`config.mk`:
```
export PLATFORM = sky130hd
export DESIGN_NAME = fragmenting_frame_builder_crc16_core_flat
export DESIGN_NICKNAME = d
export VERILOG_FILES = /design/src/hdl/fbc_pkg.sv /design/src/hdl/fbc_req_if.sv /design/src/hdl/fbc_rsp_if.sv /design/src/hdl/fbc_crc_unit.sv /design/src/hdl/fragmenting_frame_builder_crc16_core.sv /design/src/flat_wrapper.sv
export SDC_FILE = /design/constraint.sdc
export NUM_CORES = 1
export LEC_CHECK = 0
export BUFFER_PORTS_ARGS = -buffer_cell sky130_fd_sc_hd__buf_2
export CAP_MARGIN = 10
export CORE_ASPECT_RATIO = 1.75
export CORE_MARGIN = 2
export CORE_UTILIZATION = 48
export CTS_CLUSTER_DIAMETER = 60
export DETAILED_ROUTE_END_ITERATION = 8
export PLACE_DENSITY = 0.66
export SETUP_SLACK_MARGIN = 0.02
export SYNTH_ARGS = -nofsm -noshare
export SYNTH_HDL_FRONTEND = slang
export SYNTH_HIERARCHICAL = 1
export SYNTH_SLANG_ARGS = --single-unit
```
`constraint.sdc`:
```
create_clock -name clock -period 5 [get_ports clock]
set_input_delay 1.25 -clock clock [delete_from_list [all_inputs] [get_ports clock]]
set_output_delay 1.25 -clock clock [all_outputs]
set_load 0.02 [all_outputs]
```
`src/hdl/fbc_pkg.sv`:
```
// ----------------------------------------------------------------------------
// fbc_pkg
// Shared types, codes and constants of the fragmenting frame builder.
// ----------------------------------------------------------------------------
package fbc_pkg;

   localparam int unsigned CSR_INDEX_WIDTH = 3;
   localparam int unsigned CSR_DATA_WIDTH  = 16;

   typedef enum logic [CSR_INDEX_WIDTH-1:0] {
      CSR_SENDER_ADDRESS   = 3'd0,
      CSR_RECEIVER_ADDRESS = 3'd1,
      CSR_PAYLOAD_MAX      = 3'd2,
      CSR_PROTOCOL_BIT     = 3'd3,
      CSR_CHECKSUM_TYPE    = 3'd4,
      CSR_MESSAGE_TYPE     = 3'd5,
      CSR_CRC_POLYNOMIAL   = 3'd6
   } csr_index_type;

   localparam logic       MODE_START        = 1'b0;
   localparam logic [7:0] FLAG_BYTE         = 8'h7E;
   localparam logic [7:0] ESC_BYTE          = 8'h7D;
   localparam logic [15:0] FIXED_CHECK      = 16'hC3C3;
   localparam logic [15:0] CRC_INIT         = 16'hFFFF;
   localparam logic [7:0] PAYLOAD_MAX_RESET = 8'd32;
   localparam logic [15:0] POLY_RESET       = 16'hA001;

   typedef enum logic [2:0] {
      ST_IDLE,
      ST_LOAD,
      ST_CRC,
      ST_ESC,
      ST_EMIT
   } state_type;

   typedef enum logic [3:0] {
      PH_FLAG_OPEN,
      PH_CTRL_HI,
      PH_CTRL_LO,
      PH_SENDER,
      PH_RECEIVER,
      PH_LEN,
      PH_PAYLOAD,
      PH_CHK_HI,
      PH_CHK_LO,
      PH_FLAG_CLOSE
   } phase_type;

   typedef struct packed {
      logic       seed;
      logic       start;
      logic [7:0] data;
   } crc_cmd_type;

   function automatic logic is_special(input logic [7:0] b);
      return (b == FLAG_BYTE) || (b == ESC_BYTE);
   endfunction

endpackage

```
`src/hdl/fbc_req_if.sv`:
```
// ----------------------------------------------------------------------------
// fbc_req_if
// Request channel: packet start and payload byte transactions.
// ----------------------------------------------------------------------------
interface fbc_req_if;
   logic       valid;
   logic       ready;
   logic       mode;
   logic [7:0] packet_length;
   logic [7:0] data_byte;

   modport source (output valid, output mode, output packet_length, output data_byte,
                   input ready);
   modport sink (input valid, input mode, input packet_length, input data_byte,
                 output ready);
endinterface

```
`src/hdl/fbc_rsp_if.sv`:
```
// ----------------------------------------------------------------------------
// fbc_rsp_if
// Response channel: framed and escaped line bytes.
// ----------------------------------------------------------------------------
interface fbc_rsp_if;
   logic       valid;
   logic       ready;
   logic [7:0] line_byte;
   logic       frame_end;
   logic       last;

   modport source (output valid, output line_byte, output frame_end, output last,
                   input ready);
   modport sink (input valid, input line_byte, input frame_end, input last,
                 output ready);
endinterface

```
`src/hdl/fbc_crc_unit.sv`:
```
// ----------------------------------------------------------------------------
// fbc_crc_unit
// Bit-serial reflected CRC-16: one polynomial step per cycle, eight per byte.
// ----------------------------------------------------------------------------
module fbc_crc_unit
   import fbc_pkg::*;
(
   input  logic        clock,
   input  logic        reset,
   input  crc_cmd_type cmd,
   input  logic [15:0] polynomial,
   output logic [15:0] crc,
   output logic        busy
);

   logic [15:0] crc_ff, crc_in;
   logic [2:0]  count_ff, count_in;
   logic        busy_ff, busy_in;
   logic [15:0] shifted;

   always_comb begin
      shifted  = {1'b0, crc_ff[15:1]};
      crc_in   = crc_ff;
      count_in = count_ff;
      busy_in  = busy_ff;
      if (cmd.seed) begin
         crc_in = CRC_INIT;
      end else if (cmd.start) begin
         crc_in   = crc_ff ^ {8'h00, cmd.data};
         count_in = 3'd0;
         busy_in  = 1'b1;
      end else if (busy_ff) begin
         crc_in   = crc_ff[0] ? (shifted ^ polynomial) : shifted;
         count_in = count_ff + 3'd1;
         if (count_ff == 3'd7) begin
            busy_in = 1'b0;
         end
      end
   end

   always_ff @(posedge clock) begin
      if (reset) begin
         crc_ff   <= CRC_INIT;
         count_ff <= 3'd0;
         busy_ff  <= 1'b0;
      end else begin
         crc_ff   <= crc_in;
         count_ff <= count_in;
         busy_ff  <= busy_in;
      end
   end

   assign crc  = crc_ff;
   assign busy = busy_ff;

endmodule

```
`src/hdl/fragmenting_frame_builder_crc16_core.sv`:
```
// ----------------------------------------------------------------------------
// fragmenting_frame_builder_crc16_core
// Cuts packets into fragments and sends each as a flagged, byte-stuffed frame
// with a CRC-16 or fixed check word.
//
//   channel | direction | transaction
//   req     | in        | packet start (mode 0, length) or payload byte (mode 1)
//   rsp     | out       | one line byte, frame_end on foot flag, last per request
//   csr     | in        | register write, index and data, no handshake
//
// Flags go from load straight to emit; each checked byte also passes through
// the bit-serial CRC unit, with an extra escape state for an inserted escape.
// A payload byte that closes a fragment also sends the trailer and, if packet
// bytes remain, the next header.
// req.ready is high only between requests; rsp stalls hold the sequencer.
// Reset is synchronous; CSRs and sequencer state reset, byte registers do not.
// ----------------------------------------------------------------------------
module fragmenting_frame_builder_crc16_core
   import fbc_pkg::*;
(
   input  logic                       clock,
   input  logic                       reset,
   fbc_req_if.sink                    req,
   fbc_rsp_if.source                  rsp,
   input  logic                       csr_write_enable,
   input  logic [CSR_INDEX_WIDTH-1:0] csr_index,
   input  logic [CSR_DATA_WIDTH-1:0]  csr_write_data
);

   logic [7:0]  sender_ff, receiver_ff, payload_max_ff;
   logic        protocol_ff, checksum_type_ff;
   logic [1:0]  message_type_ff;
   logic [15:0] polynomial_ff;

   state_type   state_ff, state_in;
   phase_type   phase_ff, phase_in;
   logic [7:0]  cur_ff, cur_in;
   logic [7:0]  pkt_rem_ff, pkt_rem_in;
   logic [7:0]  frag_rem_ff, frag_rem_in;
   logic [2:0]  idx_ff, idx_in;
   logic        final_ff, final_in;
   logic        active_ff, active_in;

   logic        rsp_valid_ff, rsp_valid_in;
   logic [7:0]  line_ff;
   logic        end_ff, last_ff;

   logic        emit, emit_end, emit_last;
   logic [7:0]  emit_byte, load_byte;
   logic [7:0]  eff_max, rem_src, frag_len;
   logic        frag_final, out_free;
   logic [15:0] chk, crc_value;
   logic        crc_busy;
   crc_cmd_type crc_cmd;

   fbc_crc_unit u_crc (
      .clock      (clock),
      .reset      (reset),
      .cmd        (crc_cmd),
      .polynomial (polynomial_ff),
      .crc        (crc_value),
      .busy       (crc_busy)
   );

   always_ff @(posedge clock) begin
      if (reset) begin
         sender_ff        <= 8'd0;
         receiver_ff      <= 8'd0;
         payload_max_ff   <= PAYLOAD_MAX_RESET;
         protocol_ff      <= 1'b0;
         checksum_type_ff <= 1'b1;
         message_type_ff  <= 2'd0;
         polynomial_ff    <= POLY_RESET;
      end else if (csr_write_enable) begin
         case (csr_index)
            CSR_SENDER_ADDRESS:   sender_ff        <= csr_write_data[7:0];
            CSR_RECEIVER_ADDRESS: receiver_ff      <= csr_write_data[7:0];
            CSR_PAYLOAD_MAX:      payload_max_ff   <= csr_write_data[7:0];
            CSR_PROTOCOL_BIT:     protocol_ff      <= csr_write_data[0];
            CSR_CHECKSUM_TYPE:    checksum_type_ff <= csr_write_data[0];
            CSR_MESSAGE_TYPE:     message_type_ff  <= csr_write_data[1:0];
            CSR_CRC_POLYNOMIAL:   polynomial_ff    <= csr_write_data[15:0];
            default: ;
         endcase
      end
   end

   assign req.ready = (state_ff == ST_IDLE);
   assign out_free  = !rsp_valid_ff || rsp.ready;

   always_comb begin
      eff_max    = (payload_max_ff == 8'd0) ? 8'd1 : payload_max_ff;
      rem_src    = (state_ff == ST_IDLE) ? req.packet_length : pkt_rem_ff;
      frag_len   = (rem_src < eff_max) ? rem_src : eff_max;
      frag_final = (rem_src <= eff_max);
      chk        = checksum_type_ff ? crc_value : FIXED_CHECK;

      state_in    = state_ff;
      phase_in    = phase_ff;
      cur_in      = cur_ff;
      pkt_rem_in  = pkt_rem_ff;
      frag_rem_in = frag_rem_ff;
      idx_in      = idx_ff;
      final_in    = final_ff;
      active_in   = active_ff;
      crc_cmd     = '0;
      load_byte   = cur_ff;
      emit        = 1'b0;
      emit_byte   = cur_ff;
      emit_end    = 1'b0;
      emit_last   = 1'b0;

      case (state_ff)
         ST_IDLE: begin
            if (req.valid) begin
               if (req.mode == MODE_START) begin
                  idx_in      = 3'd0;
                  active_in   = (req.packet_length != 8'd0);
                  pkt_rem_in  = req.packet_length;
                  frag_rem_in = frag_len;
                  final_in    = frag_final;
                  phase_in    = PH_FLAG_OPEN;
                  state_in    = ST_LOAD;
               end else if (active_ff) begin
                  cur_in      = req.data_byte;
                  pkt_rem_in  = pkt_rem_ff - 8'd1;
                  frag_rem_in = frag_rem_ff - 8'd1;
                  phase_in    = PH_PAYLOAD;
                  state_in    = ST_LOAD;
               end
            end
         end
         ST_LOAD: begin
            case (phase_ff)
               PH_FLAG_OPEN:  load_byte = FLAG_BYTE;
               PH_CTRL_HI:    load_byte = {idx_ff, final_ff, protocol_ff, message_type_ff,
                                           checksum_type_ff};
               PH_CTRL_LO:    load_byte = 8'h00;
               PH_SENDER:     load_byte = sender_ff;
               PH_RECEIVER:   load_byte = receiver_ff;
               PH_LEN:        load_byte = frag_rem_ff;
               PH_PAYLOAD:    load_byte = cur_ff;
               PH_CHK_HI:     load_byte = chk[15:8];
               PH_CHK_LO:     load_byte = chk[7:0];
               PH_FLAG_CLOSE: load_byte = FLAG_BYTE;
               default:       load_byte = cur_ff;
            endcase
            cur_in       = load_byte;
            crc_cmd.data = load_byte;
            if (phase_ff == PH_FLAG_OPEN) begin
               crc_cmd.seed = 1'b1;
               state_in     = ST_EMIT;
            end else if (phase_ff == PH_FLAG_CLOSE) begin
               state_in = ST_EMIT;
            end else if (phase_ff == PH_CHK_HI || phase_ff == PH_CHK_LO) begin
               state_in = is_special(load_byte) ? ST_ESC : ST_EMIT;
            end else begin
               crc_cmd.start = 1'b1;
               state_in      = ST_CRC;
            end
         end
         ST_CRC: begin
            if (!crc_busy) begin
               state_in = is_special(cur_ff) ? ST_ESC : ST_EMIT;
            end
         end
         ST_ESC: begin
            if (out_free) begin
               emit      = 1'b1;
               emit_byte = ESC_BYTE;
               state_in  = ST_EMIT;
            end
         end
         ST_EMIT: begin
            if (out_free) begin
               emit     = 1'b1;
               state_in = ST_LOAD;
               case (phase_ff)
                  PH_FLAG_OPEN: phase_in = PH_CTRL_HI;
                  PH_CTRL_HI:   phase_in = PH_CTRL_LO;
                  PH_CTRL_LO:   phase_in = PH_SENDER;
                  PH_SENDER:    phase_in = PH_RECEIVER;
                  PH_RECEIVER:  phase_in = PH_LEN;
                  PH_LEN, PH_PAYLOAD: begin
                     emit_last = (frag_rem_ff != 8'd0);
                     if (emit_last) begin
                        state_in = ST_IDLE;
                     end else begin
                        phase_in = PH_CHK_HI;
                     end
                  end
                  PH_CHK_HI:    phase_in = PH_CHK_LO;
                  PH_CHK_LO:    phase_in = PH_FLAG_CLOSE;
                  PH_FLAG_CLOSE: begin
                     emit_end  = 1'b1;
                     emit_last = (pkt_rem_ff == 8'd0);
                     if (emit_last) begin
                        active_in = 1'b0;
                        idx_in    = 3'd0;
                        state_in  = ST_IDLE;
                     end else begin
                        idx_in      = idx_ff + 3'd1;
                        frag_rem_in = frag_len;
                        final_in    = frag_final;
                        phase_in    = PH_FLAG_OPEN;
                     end
                  end
                  default: state_in = ST_IDLE;
               endcase
            end
         end
         default: state_in = ST_IDLE;
      endcase

      if (emit) begin
         rsp_valid_in = 1'b1;
      end else if (rsp.ready) begin
         rsp_valid_in = 1'b0;
      end else begin
         rsp_valid_in = rsp_valid_ff;
      end
   end

   always_ff @(posedge clock) begin
      if (reset) begin
         state_ff     <= ST_IDLE;
         phase_ff     <= PH_FLAG_OPEN;
         pkt_rem_ff   <= 8'd0;
         frag_rem_ff  <= 8'd0;
         idx_ff       <= 3'd0;
         final_ff     <= 1'b0;
         active_ff    <= 1'b0;
         rsp_valid_ff <= 1'b0;
      end else begin
         state_ff     <= state_in;
         phase_ff     <= phase_in;
         pkt_rem_ff   <= pkt_rem_in;
         frag_rem_ff  <= frag_rem_in;
         idx_ff       <= idx_in;
         final_ff     <= final_in;
         active_ff    <= active_in;
         rsp_valid_ff <= rsp_valid_in;
      end
   end

   always_ff @(posedge clock) begin
      cur_ff <= cur_in;
      if (emit) begin
         line_ff <= emit_byte;
         end_ff  <= emit_end;
         last_ff <= emit_last;
      end
   end

   assign rsp.valid     = rsp_valid_ff;
   assign rsp.line_byte = line_ff;
   assign rsp.frame_end = end_ff;
   assign rsp.last      = last_ff;

   a_foot_is_flag: assert property (@(posedge clock) disable iff (reset)
      rsp_valid_ff && end_ff |-> line_ff == FLAG_BYTE)
      else $error("frame end marked on a byte that is not a flag");

   a_idle_counts: assert property (@(posedge clock) disable iff (reset)
      state_ff == ST_IDLE && active_ff |-> frag_rem_ff != 8'd0 && frag_rem_ff <= pkt_rem_ff)
      else $error("fragment count inconsistent with packet count");

   a_inactive_empty: assert property (@(posedge clock) disable iff (reset)
      state_ff == ST_IDLE && !active_ff |-> pkt_rem_ff == 8'd0)
      else $error("packet bytes outstanding with no packet active");

   a_crc_start_idle: assert property (@(posedge clock) disable iff (reset)
      crc_cmd.start |-> !crc_busy && state_ff == ST_LOAD)
      else $error("crc started while busy");

   a_crc_busy_hold: assert property (@(posedge clock) disable iff (reset)
      crc_busy |-> state_ff == ST_CRC)
      else $error("sequencer left crc wait early");

endmodule
```
`src/flat_wrapper.sv`:
```
// flat-port wrapper written by rule: the top's interface ports become plain ports
module fragmenting_frame_builder_crc16_core_flat import fbc_pkg::*;
  (clock, reset, csr_write_enable, csr_index, csr_write_data, req_valid, req_mode, req_packet_length, req_data_byte, req_ready, rsp_valid, rsp_line_byte, rsp_frame_end, rsp_last, rsp_ready);
  fbc_req_if req_i ();
  fbc_rsp_if rsp_i ();
  input  logic clock;
  input  logic reset;
  input  logic csr_write_enable;
  input  logic [CSR_INDEX_WIDTH-1:0] csr_index;
  input  logic [CSR_DATA_WIDTH-1:0] csr_write_data;
  input wire logic [$bits(req_i.valid)-1:0] req_valid;
  input wire logic [$bits(req_i.mode)-1:0] req_mode;
  input wire logic [$bits(req_i.packet_length)-1:0] req_packet_length;
  input wire logic [$bits(req_i.data_byte)-1:0] req_data_byte;
  output wire logic [$bits(req_i.ready)-1:0] req_ready;
  output wire logic [$bits(rsp_i.valid)-1:0] rsp_valid;
  output wire logic [$bits(rsp_i.line_byte)-1:0] rsp_line_byte;
  output wire logic [$bits(rsp_i.frame_end)-1:0] rsp_frame_end;
  output wire logic [$bits(rsp_i.last)-1:0] rsp_last;
  input wire logic [$bits(rsp_i.ready)-1:0] rsp_ready;
  assign req_i.valid = req_valid;
  assign req_i.mode = req_mode;
  assign req_i.packet_length = req_packet_length;
  assign req_i.data_byte = req_data_byte;
  assign req_ready = req_i.ready;
  assign rsp_valid = rsp_i.valid;
  assign rsp_line_byte = rsp_i.line_byte;
  assign rsp_frame_end = rsp_i.frame_end;
  assign rsp_last = rsp_i.last;
  assign rsp_i.ready = rsp_ready;
  fragmenting_frame_builder_crc16_core u_core (.clock(clock), .reset(reset), .req(req_i), .rsp(rsp_i), .csr_write_enable(csr_write_enable), .csr_index(csr_index), .csr_write_data(csr_write_data));
endmodule
```
* Yosys cells after proc, flatten, opt, wreduce, memory -nomap -nowiden
Index checks and enable logic that the tools add are counted.
Word-level totals: register bits after elaboration 111, input bits 41, output and inout bits 12, word-level logic and storage cells 189
Operators by class: add/sub/neg operators 4, order comparisons 2, equality and inequality tests 39, mux-type cells 81, bitwise gates (word level) 3, reduce and logical (&&, ||, !) cells 38
Operators by type and width (number):
- $mux W8 | 17
- $mux W16 | 4
- $pmux W8 S8 | 1
- $mux W3 | 18
- $pmux W4 S9 | 1
- $eq A8 B7 Y1 const B | 4
- $pmux W8 S2 | 2
- $mux W1 | 24
- $mux W4 | 6
- $reduce_and A2 Y1 | 9
- $reduce_and A6 Y1 | 3
- $eq A4 B3 Y1 const B | 4
- $logic_not A8 Y1 | 2
- $reduce_bool A8 Y1 | 2
- $sub A8 B1 Y8 const B | 2
- $xor A15 B16 Y16 | 1
- $xor A16 B8 Y16 | 1
- $eq A3 B3 Y1 const B | 5
- $pmux W3 S5 | 1
- $eq A3 B2 Y1 const B | 4
- $ne A2 B1 Y1 const B | 6
- $mux W10 | 1
- $ne A10 B6 Y1 const B | 1
- $ne A2 B2 Y1 const B | 5
- other kinds (25) | 43

* Longest topological paths before layout
depth after elaboration 11, depth in mapped cells 13, gate-level depth less buffers 11

* Modules after synthesis
The synthesis kept the hierarchy.
Modules (own cells, without submodules):
- fragmenting_frame_builder_crc16_core | instances 1, cells each 686, area each 5351.4 µm², sequential area each 2001.9 µm²
- fbc_crc_unit | instances 1, cells each 125, area each 1128.6 µm², sequential area each 400.4 µm²

* Worst setup path before layout
OpenSTA, ideal clock, no wires.
path type input-to-reg, start input port req_packet_length[1], end register u_core.frag_rem_ff[4], setup time 0.120 ns, arrival time 3.185 ns, required time 4.880 ns, setup slack 1.696 ns, stages 11, path buffers 1, path through nand2_1 -> o21ai_0 -> ha_1 -> nor2b_1 -> o21a_1 -> o21a_1 -> o21bai_1 -> and2_1 -> clkbuf_1 -> nor3_1 -> o31a_1
On the way: longest elaborated chain between the ends 7, elaborated cells between the ends (all ways) 9, classes of those cells order compare: 1; mux: 8
Ends and longest elaborated chain:
- start: declaration | line flat_wrapper.sv:13 | input wire logic [$bits(req_i.packet_length)-1:0] req_packet_length;
- $mux W8 * | line fragmenting_frame_builder_crc16_core.sv:93 | rem_src = (state_ff == ST_IDLE) ? req.packet_length : pkt_rem_ff;
- $lt A8 B8 Y1 * | line fragmenting_frame_builder_crc16_core.sv:94 | frag_len = (rem_src < eff_max) ? rem_src : eff_max;
- $mux W8 * | line fragmenting_frame_builder_crc16_core.sv:94
- $mux W8 | line fragmenting_frame_builder_crc16_core.sv:197 | if (emit_last) begin
- $mux W8 | line fragmenting_frame_builder_crc16_core.sv:178 | case (phase_ff)
- $mux W8 | line fragmenting_frame_builder_crc16_core.sv:175 | if (out_free) begin
- $pmux W8 S2 * | line fragmenting_frame_builder_crc16_core.sv:113 | case (state_ff)
- end signal: assignment | line fragmenting_frame_builder_crc16_core.sv:238 | frag_rem_ff <= frag_rem_in;
- end: declaration | line fragmenting_frame_builder_crc16_core.sv:39 | logic [7:0] frag_rem_ff, frag_rem_in;
Every way passes the cells marked *; elsewhere a longest branch is shown, timed or not. The select of a mux whose other input is x is not followed. A chain may end at the register's enable or synchronous reset.

==> metrics <==
Syn Inst Count=roughly 810; worst ir drop on vdd=~0.18 mV; Rows=56; Vias/cell=5.94; Final Non-Filler Cells=1013; Clock Pin Slew Worst Setup and Hold Paths=~0.080 ns; post-synth cell types=81; WP data required=5.22 ns; crit start category=flop; multi-input logic area=3730 µm²; first-pass GRT wire length=approximately 29000 µm; hold crit path type=flop to flop; setup TNS=0 ns; Avg Inst Size Synth=7.99 µm²; CP startpoint=u_core/phase_ff[0]$_SDFFE_PP0P_; FILL cells=1305; All-Layer GR Usage=25.3%; DP Worst Slack=1.44 ns; Post-synth EDFFs=18; Final Max Slew Viols=0; FF+latch count, synth=111; gr ovfl total=0; Static Leak=approximately 2.7 nW; H-tree depth=3; Routed WL per cell=18.2 µm; CTS root buf=clkbuf_16; DP HPWL=about 14000 µm; core area=13300 µm²; PD cells=350 nW/µm²; TritonRoute pass-1 iters=5; vias in the first global route=5727; Slowest Stage Delay on Critical Path=approximately 1 ns; sequential fraction of the synthesis area=37.1%; Final setup viols=0; worst hold margin=0.458 ns; 1st-iter DRT viols=roughly 430; DR vias=roughly 6000; Final min period=3.43 ns; port bufs=52; total setup buffers inserted after CTS=0; Netlist Area Pre-Place=between 6000 and 7000 µm²; Post-CTS Hold Buffers=0; largest net degree at the start of global routing=39; P&R area growth vs syn=8.80%; number of cells after detailed placement=997; antenna violations before repair=0; Worst Max-Slew Pin Slew=approximately 1.0 ns; Synth Flop Type=dfxtp_1; diode count=0; reg2reg start=u_core/phase_ff[0]$_SDFFE_PP0P_; crit-path cells=nor2b_1 -> o21ai_0 -> nor2_1 -> buf_4 -> mux2_2 -> o21ai_1 -> o21ai_1; DRC viols=0; Peak Freq=slightly below 300 MHz; die height=158 µm; Max-cap violations=0; critical path peak fanout=26; placer congestion estimate=approximately 0.90; fraction of registers with async set/reset=0%; crit-path most repeated cell=o21ai_1; Final Util=53.0%; CTS tree=yes; deepest clock path buffer count=2; layout cells sized above 1=between 10% and 20%; Final WS setup=1.57 ns; fin nets=891; final hold violation count=0; hold path startpoint=u_core/polynomial_ff[10]$_SDFFE_PP0P_; critical path type=flop to flop; die area=14500 µm²; TritonCTS buffer count=9; RSZ-0062 raised after global routing=false; Fin Clk Skew=about 0.011 ns; IO Pins=53; final wirelength=~18000 µm; CTS resizes=0; Clock Sink Count=111; status=finished, final reports clean; Register Area=between 2000 and 2500 µm²; period utilisation layout=roughly two thirds; Post-DRT Antenna Nets=0; initial core utilization=48.7%; Skew-Pair Late Insertion Delay=~0.35 ns; Yosys warning count=6; Slew HR=30.5%; CP Capture Type=flop; crit path DAT=~3.7 ns; Die Wd=91.8 µm; Post-Syn Nets=approximately 870; crit path max-delay cell type=dfxtp_1
[metal layers]
metal / part of all wire (%) / GRT usage (%)
met3: 3.4 / 3.52
met5: 0 / 0
met1: 39 / 27.7
met2: 53 / 46.4
met4: 5.3 / 14.3
[power by group]
group	switching, mW	total (mW)	internal (mW)
Clock	0.349	0.724	0.375
Combinational	0.410	0.674	0.264
Sequential	0.0887	1.07	0.980
Total	0.848	2.47	1.62
[sequential cells by signal, summed over array words and instances (netlist names), 2 cells and up]
signal / cells
u_core/state_ff: 3
u_core/u_crc/crc: 16
u_core/u_crc/count_ff: 3
u_core/sender_ff: 8
u_core/message_type_ff: 2
u_core/pkt_rem_ff: 8
u_core/idx_ff: 3
u_core/rsp.line_byte: 8
u_core/cur_ff: 8
u_core/payload_max_ff: 8
u_core/frag_rem_ff: 8
u_core/receiver_ff: 8
u_core/polynomial_ff: 16
u_core/phase_ff: 4
[critical path, delay by kind of cell (launching register included)]
kind                   cells  cell delay [ns]
flip-flops                 1             1.01
multiplexers               1             0.36
AO/OA/AOI/OAI              3             0.51
buffers and inverters      1             0.31
AND/OR/NAND/NOR            2             1.08
[cell usage after synthesis (5+ instances only)]
library cell	n	area, µm²
nor4_1	8	50.1
mux2_2	14	158
nor2b_1	12	75.1
inv_1	26	97.6
a2bb2oi_1	7	61.3
mux2i_1	11	110
ha_1	15	188
dfxtp_1	93	1860
nand3_1	38	190
and3_1	7	43.8
or2_2	7	43.8
a22oi_1	10	75.1
o211ai_1	7	52.6
xor2_1	9	78.8
buf_2	7	35.0
nor2_1	59	221
clkbuf_1	24	90.1
nand2_1	139	522
a21o_1	18	135
edfxtp_1	18	541
buf_4	7	52.6
and2_1	7	43.8
o21ai_1	16	80.1
a221oi_1	5	43.8
nand2b_1	13	81.3
nor3_1	17	85.1
a21oi_1	80	400
o21ai_0	35	175
a31oi_1	10	62.6
[area by class of cell]
class	count	area share [%]
timing repair buffer	58	4.29
sequential	111	34.1
clock buffer	10	3.55
tap	174	3.09
clock inverter	5	0.710
inverter	27	1.44
multi-input combinational	628	52.8
[through the flow]
stage / power (mW) / instance area (µm²)
floorplan: 1.58 / 6480
global placement: 1.73 / 6750
detailed placement: 1.75 / 6750
CTS: 2.47 / 7050
global route: 2.60 / 7050
finish: 2.47 / 7050
[cells in the final DEF (no fill, tap or decap), drive strengths merged, types with 18 or more instances in the layout]
master / netlist / final
a21o: 18 / 18
buf: 21 / 58
nand3: 38 / 38
a21oi: 80 / 80
nor3: 19 / 19
inv: 27 / 29
nor2: 62 / 62
edfxtp: 18 / 18
nand2: 141 / 141
dfxtp: 93 / 93
o21ai: 51 / 51
[worst paths after layout]
kind                                            to  slack (ns)  cells past startpoint
max               u_core/u_crc/crc[1]$_SDFFE_PP1P_        1.57                      7
min          u_core/polynomial_ff[10]$_SDFFE_PP0P_        0.46                      2
max reg2reg       u_core/u_crc/crc[1]$_SDFFE_PP1P_        1.57                      7
min reg2reg  u_core/polynomial_ff[10]$_SDFFE_PP0P_        0.46                      2
[logic make-up (layout without fill, tap and decap cells)]
group	after synthesis	count (layout)	synth area share, %
and+or+nand+nor	334	334	24.8
AOI/OAI and AO/OA	244	244	24.3
DFF	111	111	37.1
buffers and inverters	72	100	5.43
muxes	25	25	4.13
adders and majority gates	15	15	2.90
xor gates and xnor gates	10	10	1.35
Note: power is estimated with default switching activity, not from simulation.
